==> config.mk <==
export PLATFORM = sky130hd
export DESIGN_NAME = scalar_kalman_filter_flat
export DESIGN_NICKNAME = d
export VERILOG_FILES = /design/src/rtl/skf_pkg.sv /design/src/rtl/skf_if.sv /design/src/rtl/skf_cfg.sv /design/src/rtl/skf_div.sv /design/src/rtl/skf_mul.sv /design/src/rtl/scalar_kalman_filter.sv /design/src/flat_wrapper.sv
export SDC_FILE = /design/constraint.sdc
export NUM_CORES = 1
export LEC_CHECK = 0
export BUFFER_PORTS_ARGS = -buffer_cell sky130_fd_sc_hd__buf_2
export CORE_ASPECT_RATIO = 0.7
export CORE_MARGIN = 8
export CORE_UTILIZATION = 50
export DETAILED_ROUTE_END_ITERATION = 6
export PLACE_DENSITY = 0.63
export SYNTH_ARGS = -nofsm -noshare
export SYNTH_HDL_FRONTEND = slang
export SYNTH_HIERARCHICAL = 1
export SYNTH_SLANG_ARGS = --single-unit
==> constraint.sdc <==
create_clock -name clk -period 12.2 [get_ports clk]
set_input_delay 1.83 -clock clk [delete_from_list [all_inputs] [get_ports clk]]
set_output_delay 1.83 -clock clk [all_outputs]
set_load 0.05 [all_outputs]
==> src/rtl/skf_pkg.sv <==
// Shared constants and types of the scalar Kalman filter.
// No dependencies; every other file of the block except skf_if imports this package.
package skf_pkg;

	localparam int SAMPLE_WIDTH_DEF   = 16;
	localparam int GAIN_FRAC_BITS_DEF = 16;

	localparam int EST_W    = 24;
	localparam int EST_FRAC = 8;
	localparam int COV_W    = 24;
	localparam int CFG_W    = 24;

	localparam int APB_AW = 3;
	localparam int APB_DW = 32;

	localparam int EST_MAX = 8388607;
	localparam int EST_MIN = -8388608;

	localparam logic [CFG_W-1:0] PN_RESET = CFG_W'(655);
	localparam logic [CFG_W-1:0] MN_RESET = CFG_W'(65536);

	localparam int REG_IDX_W = 1;
	typedef logic [REG_IDX_W-1:0] reg_idx_t;
	localparam reg_idx_t REG_PROCESS_NOISE     = 1'b0;
	localparam reg_idx_t REG_MEASUREMENT_NOISE = 1'b1;

	typedef struct packed {
		logic [CFG_W-1:0] process_noise;
		logic [CFG_W-1:0] measurement_noise;
	} cfg_t;

endpackage

==> src/rtl/skf_if.sv <==
// Valid/ready channel interfaces for measurement and result items.
// No dependencies; the sample and gain widths are set by the instantiating environment.
interface skf_sample_if #(
	parameter int SAMPLE_WIDTH = 16
);
	logic                           valid;
	logic                           ready;
	logic signed [SAMPLE_WIDTH-1:0] measurement;

	modport source (output valid, output measurement, input ready);
	modport sink (input valid, input measurement, output ready);
endinterface

interface skf_result_if #(
	parameter int GAIN_FRAC_BITS = 16
);
	logic                      valid;
	logic                      ready;
	logic signed [23:0]        filtered_estimate;
	logic [GAIN_FRAC_BITS:0]   kalman_gain;

	modport source (output valid, output filtered_estimate, output kalman_gain, input ready);
	modport sink (input valid, input filtered_estimate, input kalman_gain, output ready);
endinterface

==> src/rtl/skf_cfg.sv <==
// APB register file holding the process and measurement noise settings.
// Depends on skf_pkg.
module skf_cfg (
	input  logic                       clk,
	input  logic                       arst_n,
	input  logic                       psel,
	input  logic                       penable,
	input  logic                       pwrite,
	input  logic [skf_pkg::APB_AW-1:0] paddr,
	input  logic [skf_pkg::APB_DW-1:0] pwdata,
	output logic [skf_pkg::APB_DW-1:0] prdata,
	output logic                       pready,
	output skf_pkg::cfg_t              cfg
);
	import skf_pkg::*;

	logic [CFG_W-1:0] pn_q;
	logic [CFG_W-1:0] mn_q;
	reg_idx_t         idx;
	logic             wr_en;

	assign pready = 1'b1;
	assign idx    = paddr[APB_AW-1:2];
	assign wr_en  = psel && penable && pwrite && pready;

	always_ff @(posedge clk or negedge arst_n) begin
		if (!arst_n) begin
			pn_q <= PN_RESET;
			mn_q <= MN_RESET;
		end else if (wr_en) begin
			unique case (idx)
				REG_PROCESS_NOISE:     pn_q <= pwdata[CFG_W-1:0];
				REG_MEASUREMENT_NOISE: mn_q <= pwdata[CFG_W-1:0];
				default:               pn_q <= pn_q;
			endcase
		end
	end

	always_comb begin
		unique case (idx)
			REG_PROCESS_NOISE:     prdata = APB_DW'(pn_q);
			REG_MEASUREMENT_NOISE: prdata = APB_DW'(mn_q);
			default:               prdata = '0;
		endcase
	end

	assign cfg.process_noise     = pn_q;
	assign cfg.measurement_noise = mn_q;

endmodule

==> src/rtl/skf_div.sv <==
// Radix-2 restoring divider producing the gain one quotient bit per cycle.
// Depends on skf_pkg.
module skf_div #(
	parameter int GAIN_FRAC_BITS = skf_pkg::GAIN_FRAC_BITS_DEF
) (
	input  logic                        clk,
	input  logic                        arst_n,
	input  logic                        start,
	input  logic [skf_pkg::COV_W-1:0]   num,
	input  logic [skf_pkg::COV_W:0]     den,
	output logic                        done,
	output logic [GAIN_FRAC_BITS:0]     quot
);
	import skf_pkg::*;

	localparam int G   = GAIN_FRAC_BITS;
	localparam int DW  = COV_W + 1;
	localparam int CW  = $clog2(G + 1);

	logic [DW-1:0] rem_q;
	logic [DW-1:0] den_q;
	logic [G-1:0]  q_q;
	logic [CW-1:0] cnt_q;
	logic          busy_q;
	logic          done_q;
	logic          zero_q;
	logic          one_q;
	logic [DW:0]   rem2;
	logic [DW:0]   diff;
	logic          fits;

	assign rem2 = {rem_q, 1'b0};
	assign diff = rem2 - {1'b0, den_q};
	assign fits = rem2 >= {1'b0, den_q};

	always_ff @(posedge clk or negedge arst_n) begin
		if (!arst_n) begin
			busy_q <= 1'b0;
			done_q <= 1'b0;
			cnt_q  <= '0;
		end else begin
			done_q <= busy_q && (cnt_q == CW'(1));
			if (start) begin
				busy_q <= 1'b1;
				cnt_q  <= CW'(G);
			end else if (busy_q) begin
				cnt_q <= cnt_q - CW'(1);
				if (cnt_q == CW'(1)) begin
					busy_q <= 1'b0;
				end
			end
		end
	end

	always_ff @(posedge clk) begin
		if (start) begin
			rem_q  <= {1'b0, num};
			den_q  <= den;
			q_q    <= '0;
			zero_q <= (den == '0);
			one_q  <= ({1'b0, num} >= den) && (den != '0);
		end else if (busy_q) begin
			rem_q <= fits ? diff[DW-1:0] : rem2[DW-1:0];
			q_q   <= {q_q[G-2:0], fits};
		end
	end

	assign done = done_q;

	always_comb begin
		if (zero_q) begin
			quot = '0;
		end else if (one_q) begin
			quot = {1'b1, {G{1'b0}}};
		end else begin
			quot = {1'b0, q_q};
		end
	end

endmodule

==> src/rtl/skf_mul.sv <==
// Serial shift-add multiplier: signed multiplicand, unsigned multiplier,
// one multiplier bit per cycle. Depends on skf_pkg.
module skf_mul #(
	parameter int AW = skf_pkg::EST_W + 1,
	parameter int BW = skf_pkg::GAIN_FRAC_BITS_DEF + 1
) (
	input  logic                 clk,
	input  logic                 arst_n,
	input  logic                 start,
	input  logic signed [AW-1:0] a,
	input  logic [BW-1:0]        b,
	output logic                 done,
	output logic signed [AW:0]   prod_hi,
	output logic [BW-1:0]        prod_lo
);
	import skf_pkg::*;

	localparam int CW = $clog2(BW + 1);

	logic signed [AW-1:0] a_q;
	logic signed [AW:0]   hi_q;
	logic [BW-1:0]        lo_q;
	logic [CW-1:0]        cnt_q;
	logic                 busy_q;
	logic                 done_q;
	logic signed [AW:0]   sum;

	assign sum = lo_q[0] ? (hi_q + (AW+1)'(a_q)) : hi_q;

	always_ff @(posedge clk or negedge arst_n) begin
		if (!arst_n) begin
			busy_q <= 1'b0;
			done_q <= 1'b0;
			cnt_q  <= '0;
		end else begin
			done_q <= busy_q && (cnt_q == CW'(1));
			if (start) begin
				busy_q <= 1'b1;
				cnt_q  <= CW'(BW);
			end else if (busy_q) begin
				cnt_q <= cnt_q - CW'(1);
				if (cnt_q == CW'(1)) begin
					busy_q <= 1'b0;
				end
			end
		end
	end

	always_ff @(posedge clk) begin
		if (start) begin
			a_q  <= a;
			hi_q <= '0;
			lo_q <= b;
		end else if (busy_q) begin
			hi_q <= sum >>> 1;
			lo_q <= {sum[0], lo_q[BW-1:1]};
		end
	end

	assign done    = done_q;
	assign prod_hi = hi_q;
	assign prod_lo = lo_q;

endmodule

==> src/rtl/scalar_kalman_filter.sv <==
// Scalar Kalman filter: one measurement item in, one estimate and gain item out.
// An accepted item passes the prediction state, the bit-serial divider and then the two
// serial multipliers side by side before the result is registered.
// One item is in work at a time: a new item is accepted only once the last result has been
// loaded into the output register, which waits while a finished result is not yet taken.
// Reset clears estimate and covariance and loads the noise registers with defaults.
module scalar_kalman_filter #(
	parameter int SAMPLE_WIDTH   = skf_pkg::SAMPLE_WIDTH_DEF,
	parameter int GAIN_FRAC_BITS = skf_pkg::GAIN_FRAC_BITS_DEF
) (
	input  logic                       clk,
	input  logic                       arst_n,
	skf_sample_if.sink                 sample,
	skf_result_if.source               result,
	input  logic                       psel,
	input  logic                       penable,
	input  logic                       pwrite,
	input  logic [skf_pkg::APB_AW-1:0] paddr,
	input  logic [skf_pkg::APB_DW-1:0] pwdata,
	output logic [skf_pkg::APB_DW-1:0] prdata,
	output logic                       pready
);
	import skf_pkg::*;

	localparam int G    = GAIN_FRAC_BITS;
	localparam int BW   = G + 1;
	localparam int DW   = EST_W + 1;
	localparam int WW   = SAMPLE_WIDTH + EST_FRAC + EST_W;
	localparam int SUMW = DW + 3;

	localparam logic signed [WW-1:0]   ZMAX = WW'(EST_MAX);
	localparam logic signed [WW-1:0]   ZMIN = WW'(EST_MIN);
	localparam logic signed [SUMW-1:0] SMAX = SUMW'(EST_MAX);
	localparam logic signed [SUMW-1:0] SMIN = SUMW'(EST_MIN);
	localparam logic [BW-1:0]          ONE  = {1'b1, {G{1'b0}}};

	typedef enum logic [4:0] {
		ST_IDLE = 5'b00001,
		ST_PRED = 5'b00010,
		ST_DIV  = 5'b00100,
		ST_MUL  = 5'b01000,
		ST_WB   = 5'b10000
	} state_t;

	state_t state_q;
	cfg_t   cfg;

	logic signed [EST_W-1:0] est_q;
	logic [COV_W-1:0]        ecov_q;
	logic signed [EST_W-1:0] z_q;
	logic [COV_W-1:0]        cov_q;
	logic signed [DW-1:0]    diff_q;
	logic [BW-1:0]           gain_q;
	logic                    res_valid_q;
	logic signed [EST_W-1:0] res_est_q;
	logic [BW-1:0]           res_gain_q;

	logic                    accept;
	logic                    load_out;
	logic signed [WW-1:0]    z_wide;
	logic signed [EST_W-1:0] z_sat;
	logic [COV_W:0]          cov_sum;
	logic [COV_W-1:0]        cov_pred;
	logic [COV_W:0]          den;

	logic                    div_done;
	logic [BW-1:0]           quot;
	logic                    e_done;
	logic signed [DW:0]      e_hi;
	logic [BW-1:0]           e_lo;
	logic                    c_done;
	logic signed [COV_W+1:0] c_hi;
	logic [BW-1:0]           c_lo;

	logic signed [DW+1:0]    delta;
	logic signed [SUMW-1:0]  round_bit;
	logic signed [SUMW-1:0]  est_sum;
	logic signed [EST_W-1:0] est_new;
	logic [COV_W-1:0]        cov_new;

	skf_cfg u_cfg (
		.clk     (clk),
		.arst_n  (arst_n),
		.psel    (psel),
		.penable (penable),
		.pwrite  (pwrite),
		.paddr   (paddr),
		.pwdata  (pwdata),
		.prdata  (prdata),
		.pready  (pready),
		.cfg     (cfg)
	);

	assign sample.ready = (state_q == ST_IDLE);
	assign accept       = sample.valid && sample.ready;
	assign load_out     = (state_q == ST_WB) && (!res_valid_q || result.ready);

	assign z_wide = WW'(sample.measurement) <<< EST_FRAC;
	always_comb begin
		if (z_wide > ZMAX) begin
			z_sat = EST_W'(EST_MAX);
		end else if (z_wide < ZMIN) begin
			z_sat = EST_W'(EST_MIN);
		end else begin
			z_sat = z_wide[EST_W-1:0];
		end
	end

	assign cov_sum  = {1'b0, ecov_q} + {1'b0, cfg.process_noise};
	assign cov_pred = cov_sum[COV_W] ? {COV_W{1'b1}} : cov_sum[COV_W-1:0];
	assign den      = {1'b0, cov_q} + {1'b0, cfg.measurement_noise};

	skf_div #(.GAIN_FRAC_BITS(G)) u_div (
		.clk    (clk),
		.arst_n (arst_n),
		.start  (state_q == ST_PRED),
		.num    (cov_q),
		.den    (den),
		.done   (div_done),
		.quot   (quot)
	);

	skf_mul #(.AW(DW), .BW(BW)) u_mul_est (
		.clk     (clk),
		.arst_n  (arst_n),
		.start   (div_done),
		.a       (diff_q),
		.b       (quot),
		.done    (e_done),
		.prod_hi (e_hi),
		.prod_lo (e_lo)
	);

	skf_mul #(.AW(COV_W + 1), .BW(BW)) u_mul_cov (
		.clk     (clk),
		.arst_n  (arst_n),
		.start   (div_done),
		.a       (signed'({1'b0, cov_q})),
		.b       (ONE - quot),
		.done    (c_done),
		.prod_hi (c_hi),
		.prod_lo (c_lo)
	);

	assign delta     = {e_hi, e_lo[BW-1]};
	assign round_bit = {{(SUMW-1){1'b0}}, e_lo[BW-2]};
	assign est_sum   = SUMW'(est_q) + SUMW'(delta) + round_bit;

	always_comb begin
		if (est_sum > SMAX) begin
			est_new = EST_W'(EST_MAX);
		end else if (est_sum < SMIN) begin
			est_new = EST_W'(EST_MIN);
		end else begin
			est_new = est_sum[EST_W-1:0];
		end
	end

	assign cov_new = {c_hi[COV_W-2:0], c_lo[BW-1]};

	always_ff @(posedge clk or negedge arst_n) begin
		if (!arst_n) begin
			state_q     <= ST_IDLE;
			res_valid_q <= 1'b0;
			est_q       <= '0;
			ecov_q      <= '0;
		end else begin
			if (load_out) begin
				res_valid_q <= 1'b1;
				est_q       <= est_new;
				ecov_q      <= cov_new;
			end else if (result.ready) begin
				res_valid_q <= 1'b0;
			end
			unique case (state_q)
				ST_IDLE: if (accept) state_q <= ST_PRED;
				ST_PRED: state_q <= ST_DIV;
				ST_DIV:  if (div_done) state_q <= ST_MUL;
				ST_MUL:  if (e_done && c_done) state_q <= ST_WB;
				ST_WB:   if (load_out) state_q <= ST_IDLE;
				default: state_q <= ST_IDLE;
			endcase
		end
	end

	always_ff @(posedge clk) begin
		if (accept) begin
			z_q   <= z_sat;
			cov_q <= cov_pred;
		end
		if (state_q == ST_PRED) begin
			diff_q <= DW'(z_q) - DW'(est_q);
		end
		if (div_done) begin
			gain_q <= quot;
		end
		if (load_out) begin
			res_est_q  <= est_new;
			res_gain_q <= gain_q;
		end
	end

	assign result.valid             = res_valid_q;
	assign result.filtered_estimate = res_est_q;
	assign result.kalman_gain       = res_gain_q;

endmodule

==> src/flat_wrapper.sv <==
// flat-port wrapper written by rule: the top's interface ports become plain ports
module scalar_kalman_filter_flat import skf_pkg::*;
#(
	parameter int SAMPLE_WIDTH   = skf_pkg::SAMPLE_WIDTH_DEF,
	parameter int GAIN_FRAC_BITS = skf_pkg::GAIN_FRAC_BITS_DEF
)
  (clk, arst_n, psel, penable, pwrite, paddr, pwdata, prdata, pready, sample_valid, sample_measurement, sample_ready, result_valid, result_filtered_estimate, result_kalman_gain, result_ready);
  skf_sample_if #(.SAMPLE_WIDTH(SAMPLE_WIDTH)) sample_i ();
  skf_result_if #(.GAIN_FRAC_BITS(GAIN_FRAC_BITS)) result_i ();
  input  logic clk;
  input  logic arst_n;
  input  logic psel;
  input  logic penable;
  input  logic pwrite;
  input  logic [skf_pkg::APB_AW-1:0] paddr;
  input  logic [skf_pkg::APB_DW-1:0] pwdata;
  output logic [skf_pkg::APB_DW-1:0] prdata;
  output logic pready;
  input wire logic [$bits(sample_i.valid)-1:0] sample_valid;
  input wire logic [$bits(sample_i.measurement)-1:0] sample_measurement;
  output wire logic [$bits(sample_i.ready)-1:0] sample_ready;
  output wire logic [$bits(result_i.valid)-1:0] result_valid;
  output wire logic [$bits(result_i.filtered_estimate)-1:0] result_filtered_estimate;
  output wire logic [$bits(result_i.kalman_gain)-1:0] result_kalman_gain;
  input wire logic [$bits(result_i.ready)-1:0] result_ready;
  assign sample_i.valid = sample_valid;
  assign sample_i.measurement = sample_measurement;
  assign sample_ready = sample_i.ready;
  assign result_valid = result_i.valid;
  assign result_filtered_estimate = result_i.filtered_estimate;
  assign result_kalman_gain = result_i.kalman_gain;
  assign result_i.ready = result_ready;
  scalar_kalman_filter #(.SAMPLE_WIDTH(SAMPLE_WIDTH), .GAIN_FRAC_BITS(GAIN_FRAC_BITS)) u_core (.clk(clk), .arst_n(arst_n), .sample(sample_i), .result(result_i), .psel(psel), .penable(penable), .pwrite(pwrite), .paddr(paddr), .pwdata(pwdata), .prdata(prdata), .pready(pready));
endmodule
Word-level counts from Yosys, hierarchy flattened
Index checks and enable logic that the tools add are counted.
- register bits after elaboration: 455
- latch bits: 0
- memory bits (writable): 0
- memory bits (read-only): 0
- input bits: 58
- output and inout port bits: 76
- logic and storage cells: 121
- memories: 0
- $add $sub $neg: 12
- multipliers: 0
- div/mod/pow operators: 0
- order comparisons: 6
- equal/unequal tests: 12
- shift-type cells: 0
- mux-type cells: 37
- bitwise gates (word level): 1
- reductions and logical operators: 20
- operators with widths (cell ; count):
    $mux W24 ; 5
    $mux W17 ; 6
    $pmux W32 S2 ; 1
    $add A25 B25 Y26 ; 2
    $mux W26 ; 2
    $add A24 B24 Y25 ; 2
    $mux W5 ; 10
    $add A28 B2 Y28 ; 1
    $gt A28 B24 Y1 const B ; 1
    $lt A28 B24 Y1 const B ; 1
    $add A24 B26 Y27 ; 1
    $ge A26 B25 Y1 ; 1
    $ge A24 B25 Y1 ; 1
    $logic_not A25 Y1 ; 1
    $mux W25 ; 1
    $pmux W5 S5 ; 1
    $reduce_bool A25 Y1 ; 1
    $sub A24 B24 Y25 ; 1
    $sub A25 B25 Y25 ; 1
    $gt A24 B24 Y1 const B ; 1
    $lt A24 B24 Y1 const B ; 1
    $eq A5 B1 Y1 const B ; 4
    $sub A17 B17 Y17 const A ; 1
    $sub A5 B1 Y5 const B ; 3
    other kinds (14) ; 38

Depth between registers and ports, before layout
- depth after elaboration: 5
- gate-level depth with buffers: 22
- depth with buffers taken out: 22

By module
Netlist, hierarchy kept.
- by module, submodules not included (module ; times used ; cells an instance ; area an instance (um2) ; seq. area each (um2)):
    scalar_kalman_filter ; 1 ; 1037 ; 10953.0 ; 5046.1
    skf_mul ; 2 ; 403 ; 4291.6 ; 1936.9
    skf_div ; 1 ; 503 ; 5106.1 ; 2047.0
    skf_cfg ; 1 ; 140 ; 2282.2 ; 1209.9

Least setup slack after synthesis
No wires, ideal clock.
- path type: input -> output
- from: input paddr[2] in the netlist's numbering
- to: output prdata[10] in the netlist's numbering
- arrival time: 2.618 ns
- data required time: 10.370 ns
- path slack: 7.752 ns
- stages: 3
- path buffers: 2
- cells stage by stage: buf_6 > buf_2 > mux2_2
- longest elaborated chain between the ends: 2
- RTL lines (element ; RTL line ; source):
    from (decl) ; flat_wrapper.sv:15 ; input logic [skf_pkg::APB_AW-1:0] paddr;
    $not A1 Y1 ; n/a ;
    $pmux W32 S2 * ; skf_cfg.sv:40 ; unique case (idx)
    to (decl) ; flat_wrapper.sv:17 ; output logic [skf_pkg::APB_DW-1:0] prdata;
Mark *: on every way between the ends. The rest lies on a longest branch, timed or not. The select of a mux whose other input is x is not followed.

Worst setup path after layout
- from: register u_core.cov_q[1]
- to: register u_core.u_div.one_q, data pin
- longest elaborated chain between the ends: 3
- elaborated cells on any way between the ends: 4
- those cells by class: add/sub: 1; order compare: 1; reduce/logical: 2
- RTL lines (element ; RTL line ; source):
    from (decl) ; scalar_kalman_filter.sv:51 ; logic [COV_W-1:0] cov_q;
    from (signal assigned) ; scalar_kalman_filter.sv:189 ; cov_q <= cov_pred;
    $add A24 B24 Y25 * ; scalar_kalman_filter.sv:111 ; assign den = {1'b0, cov_q} + {1'b0, cfg.measurement_noise};
    via u_core.den[21] ; scalar_kalman_filter.sv:64 ; logic [COV_W:0] den;
    $ge A24 B25 Y1 / $reduce_bool A25 Y1 (equally long branches) ; skf_div.sv:61 ; one_q <= ({1'b0, num} >= den) && (den != '0);
    $logic_and A1 B1 Y1 * ; skf_div.sv:61 ;
    to (signal assigned) ; skf_div.sv:61 ;
    to (decl) ; skf_div.sv:27 ; logic one_q;
The timed path passes the listed nets; every way through them passes the cells marked *.
A chain may end at the register's enable or synchronous reset.

==> impl_results.md <==
- Run status: finished clean
- Sw power: slightly below 4 mW
- TritonCTS clock tree: built
- First-pass GRT wire length: between 100000 and 150000 microns
- Reg2Reg Capture Point: u_core/u_div/one_q$_DFFE_PP_
- Row count: slightly above 70
- Final hold vios: 0
- Total GRT Usage: 0.209
- Commonest non-fill, non-tap cells in the layout: edfxtp_1, ha_1, nor2_1
- RSZ-0062 raised after global routing: false
- IO Pins: ~130
- Syn Area/Cell: about 11 sq um
- Fin Setup TNS: 0 ns
- Clock sinks: around 450
- R2r startpoint: u_core/cov_q[1]$_SDFFCE_PP1P_
- H-tree levels: 2
- Fin crit period: approximately 5.3 ns
- Inserted Diodes: 0
- Clk pin slew, worst setup/hold paths: 0.06 ns
- Core box area: about 53000 sq um
- Worst Setup SP: u_core/cov_q[1]$_SDFFCE_PP1P_
- Total power draw: a little over 9 mW
- Final worst slack: 6.88 ns
- Hold crit path type: reg2reg
- Final nets: approximately 2800
- Max-Cap Viols: 0
- Sw frac: 0.433
- Largest net degree at the start of global routing: roughly 70
- Final Setup Violations: 0
- Share of total power in sequential cells: 0.298
- Worst Path Required: ~12 ns
- DIE AREA: between 60000 and 70000 sq um
- Die Ht: ~210 microns
- Routed wire length: 66300 microns
- Gr ovfl total: 0
- Critical path class: reg2reg
- CP Capture Type: flip-flop
- Max-slew violations: 0
- Flop2flop setup slack: between 6 and 7 ns
- Vias: 19700
- Port Buf Inserts: approximately 110
- Count of cells resized by post-cts repair: 0
- Rel. slew slack: 0.235
- Period utilization: 0.436
- Power Density: 307 nW/um^2
- DRC: 0
- Worst Path Max Fanout: 5
- Antenna violations before repair: 1
- Combinational power share: 0.542
- Cell area after synthesis: ~27000 sq um
- FMAX: roughly 190 MHz
- CTS Buf Count: 47
- RD Place Congestion: 0.894
- Most common cell after layout, fill and taps aside: edfxtp_1
- Layout cell share with drive strength beyond 1: 0.164
- Clk_skew: approximately 0.012 ns
- Hold_buf cts: 0
- Detailed Routing Iterations Pass 1: 5
- Initial drt markers: around 1600
- Peak VDD IR: 218 uV
- Static Leak: around 12 nW
- Vias per cell: between 5 and 6
- Crit path DAT: between 5 and 6 ns
- Clock Power Share: 0.160
- Slew at the pin with the worst max-slew slack: approximately 1.1 ns
- Root Buffer: clkbuf_16
- Worst-skew pair later-pin latency: approximately 0.58 ns
- DP Wirelength: between 40000 and 50000 microns
- Avg WL per Cell: just under 20 microns
- Antenna Nets Post-Route: 0
- Synth Warn #: 6
- Placement Setup Slack: between 7 and 8 ns
- Post-synthesis cell count: roughly 2500
- Initial Util: 0.503
- Critical path endpoint: u_core/u_div/one_q$_DFFE_PP_
- CP Launch Type: flip-flop
- Synth-to-Final Area Change: 10.1%
- Cell-internal power: between 5 and 6 mW
- Fill count: around 4600
- Min-delay src: u_core/diff_q[21]$_DFFE_PP_
- Maximum buffer depth of the clock tree: 3
- Setup bufs post-CTS: 0
- Die width: 293 microns
- Number of global-route vias before repair: roughly 19000
- R2r worst-path depth: 17
## registers in the layout, summed over array words and instances, names as in the netlist, 24 cells and up
register,count
u_core/u_mul_cov/prod_hi,25
u_core/u_mul_est/a_q,25
u_core/cov_q,24
u_core/u_cfg/mn_q,24
u_core/u_div/den_q,25
u_core/u_cfg/pn_q,24
u_core/u_mul_cov/a_q,25
u_core/ecov_q,24
u_core/result.filtered_estimate,24
u_core/diff_q,25
u_core/est_q,24
u_core/u_div/rem_q,25
u_core/u_mul_est/prod_hi,25
## per-layer routing
metal,routed length (microns),part of all wire,track usage
met3,4360,0.066,0.0374
met4,882,0.013,0.0407
met1,33700,0.51,0.326
met5,0,0,0
met2,27300,0.41,0.302
## power by group through the flow
stage	Combinational, mW	Sequential [mW]	Clock (mW)
floorplan	3.84	2.57	0
global placement	4.71	2.73	0
detailed placement	4.83	2.74	0
CTS	4.87	2.72	1.49
global route	5.43	2.77	1.55
finish	4.93	2.71	1.45
## final cells by class
class / instances / area [sq um] / area share
multi-input cells: 1802 / 13700 / 0.464
repair buffers: 131 / 704 / 0.0238
clock inverters: 30 / 305 / 0.0103
well taps: 730 / 913 / 0.0308
inverters: 140 / 526 / 0.0177
flip-flops and latches: 448 / 12200 / 0.411
clock buffers: 57 / 1250 / 0.0424
## through the flow
step,hold slack (ns),cell area [sq um],util,std cells
4_1_cts,0.415,29600,0.554,3338
5_1_grt,0.418,29600,0.554,3338
6_report,0.416,29600,0.554,3338
2_1_floorplan,0.400,26900,-,2492
3_5_place_dp,0.405,28100,0.525,3251
3_3_place_gp,0.404,28100,0.525,3251
## worst max-delay path, stage by stage, from the launching register on
cell       delay, ns
edfxtp_1        0.48
ha_1            0.33
a21o_1          0.12
a21oi_1         0.10
o21ai_0         0.20
o2111ai_1       0.23
a211oi_1        0.58
o2111ai_1       0.22
a31oi_1         0.26
a21oi_1         0.13
xnor2_1         0.44
inv_1           0.09
ha_1            0.28
o21ai_0         0.12
or3_1           0.37
nor3_1          0.20
a21oi_1         0.09
a2111oi_0       0.76
## worst min-delay path by stage
stage	to	slack (ns)	cells past startpoint
2_1_floorplan	u_core/result.kalman_gain[0]$_DFFE_PP_	0.40	0
3_3_place_gp	u_core/result.kalman_gain[7]$_DFFE_PP_	0.40	0
3_5_place_dp	u_core/u_mul_est/a_q[8]$_DFFE_PP_	0.40	0
4_1_cts	u_core/u_mul_est/a_q[21]$_DFFE_PP_	0.42	0
5_1_grt	u_core/u_mul_est/a_q[18]$_DFFE_PP_	0.42	0
6_report	u_core/u_mul_est/a_q[21]$_DFFE_PP_	0.42	0
No activity file was read; power rests on OpenSTA's default activity.
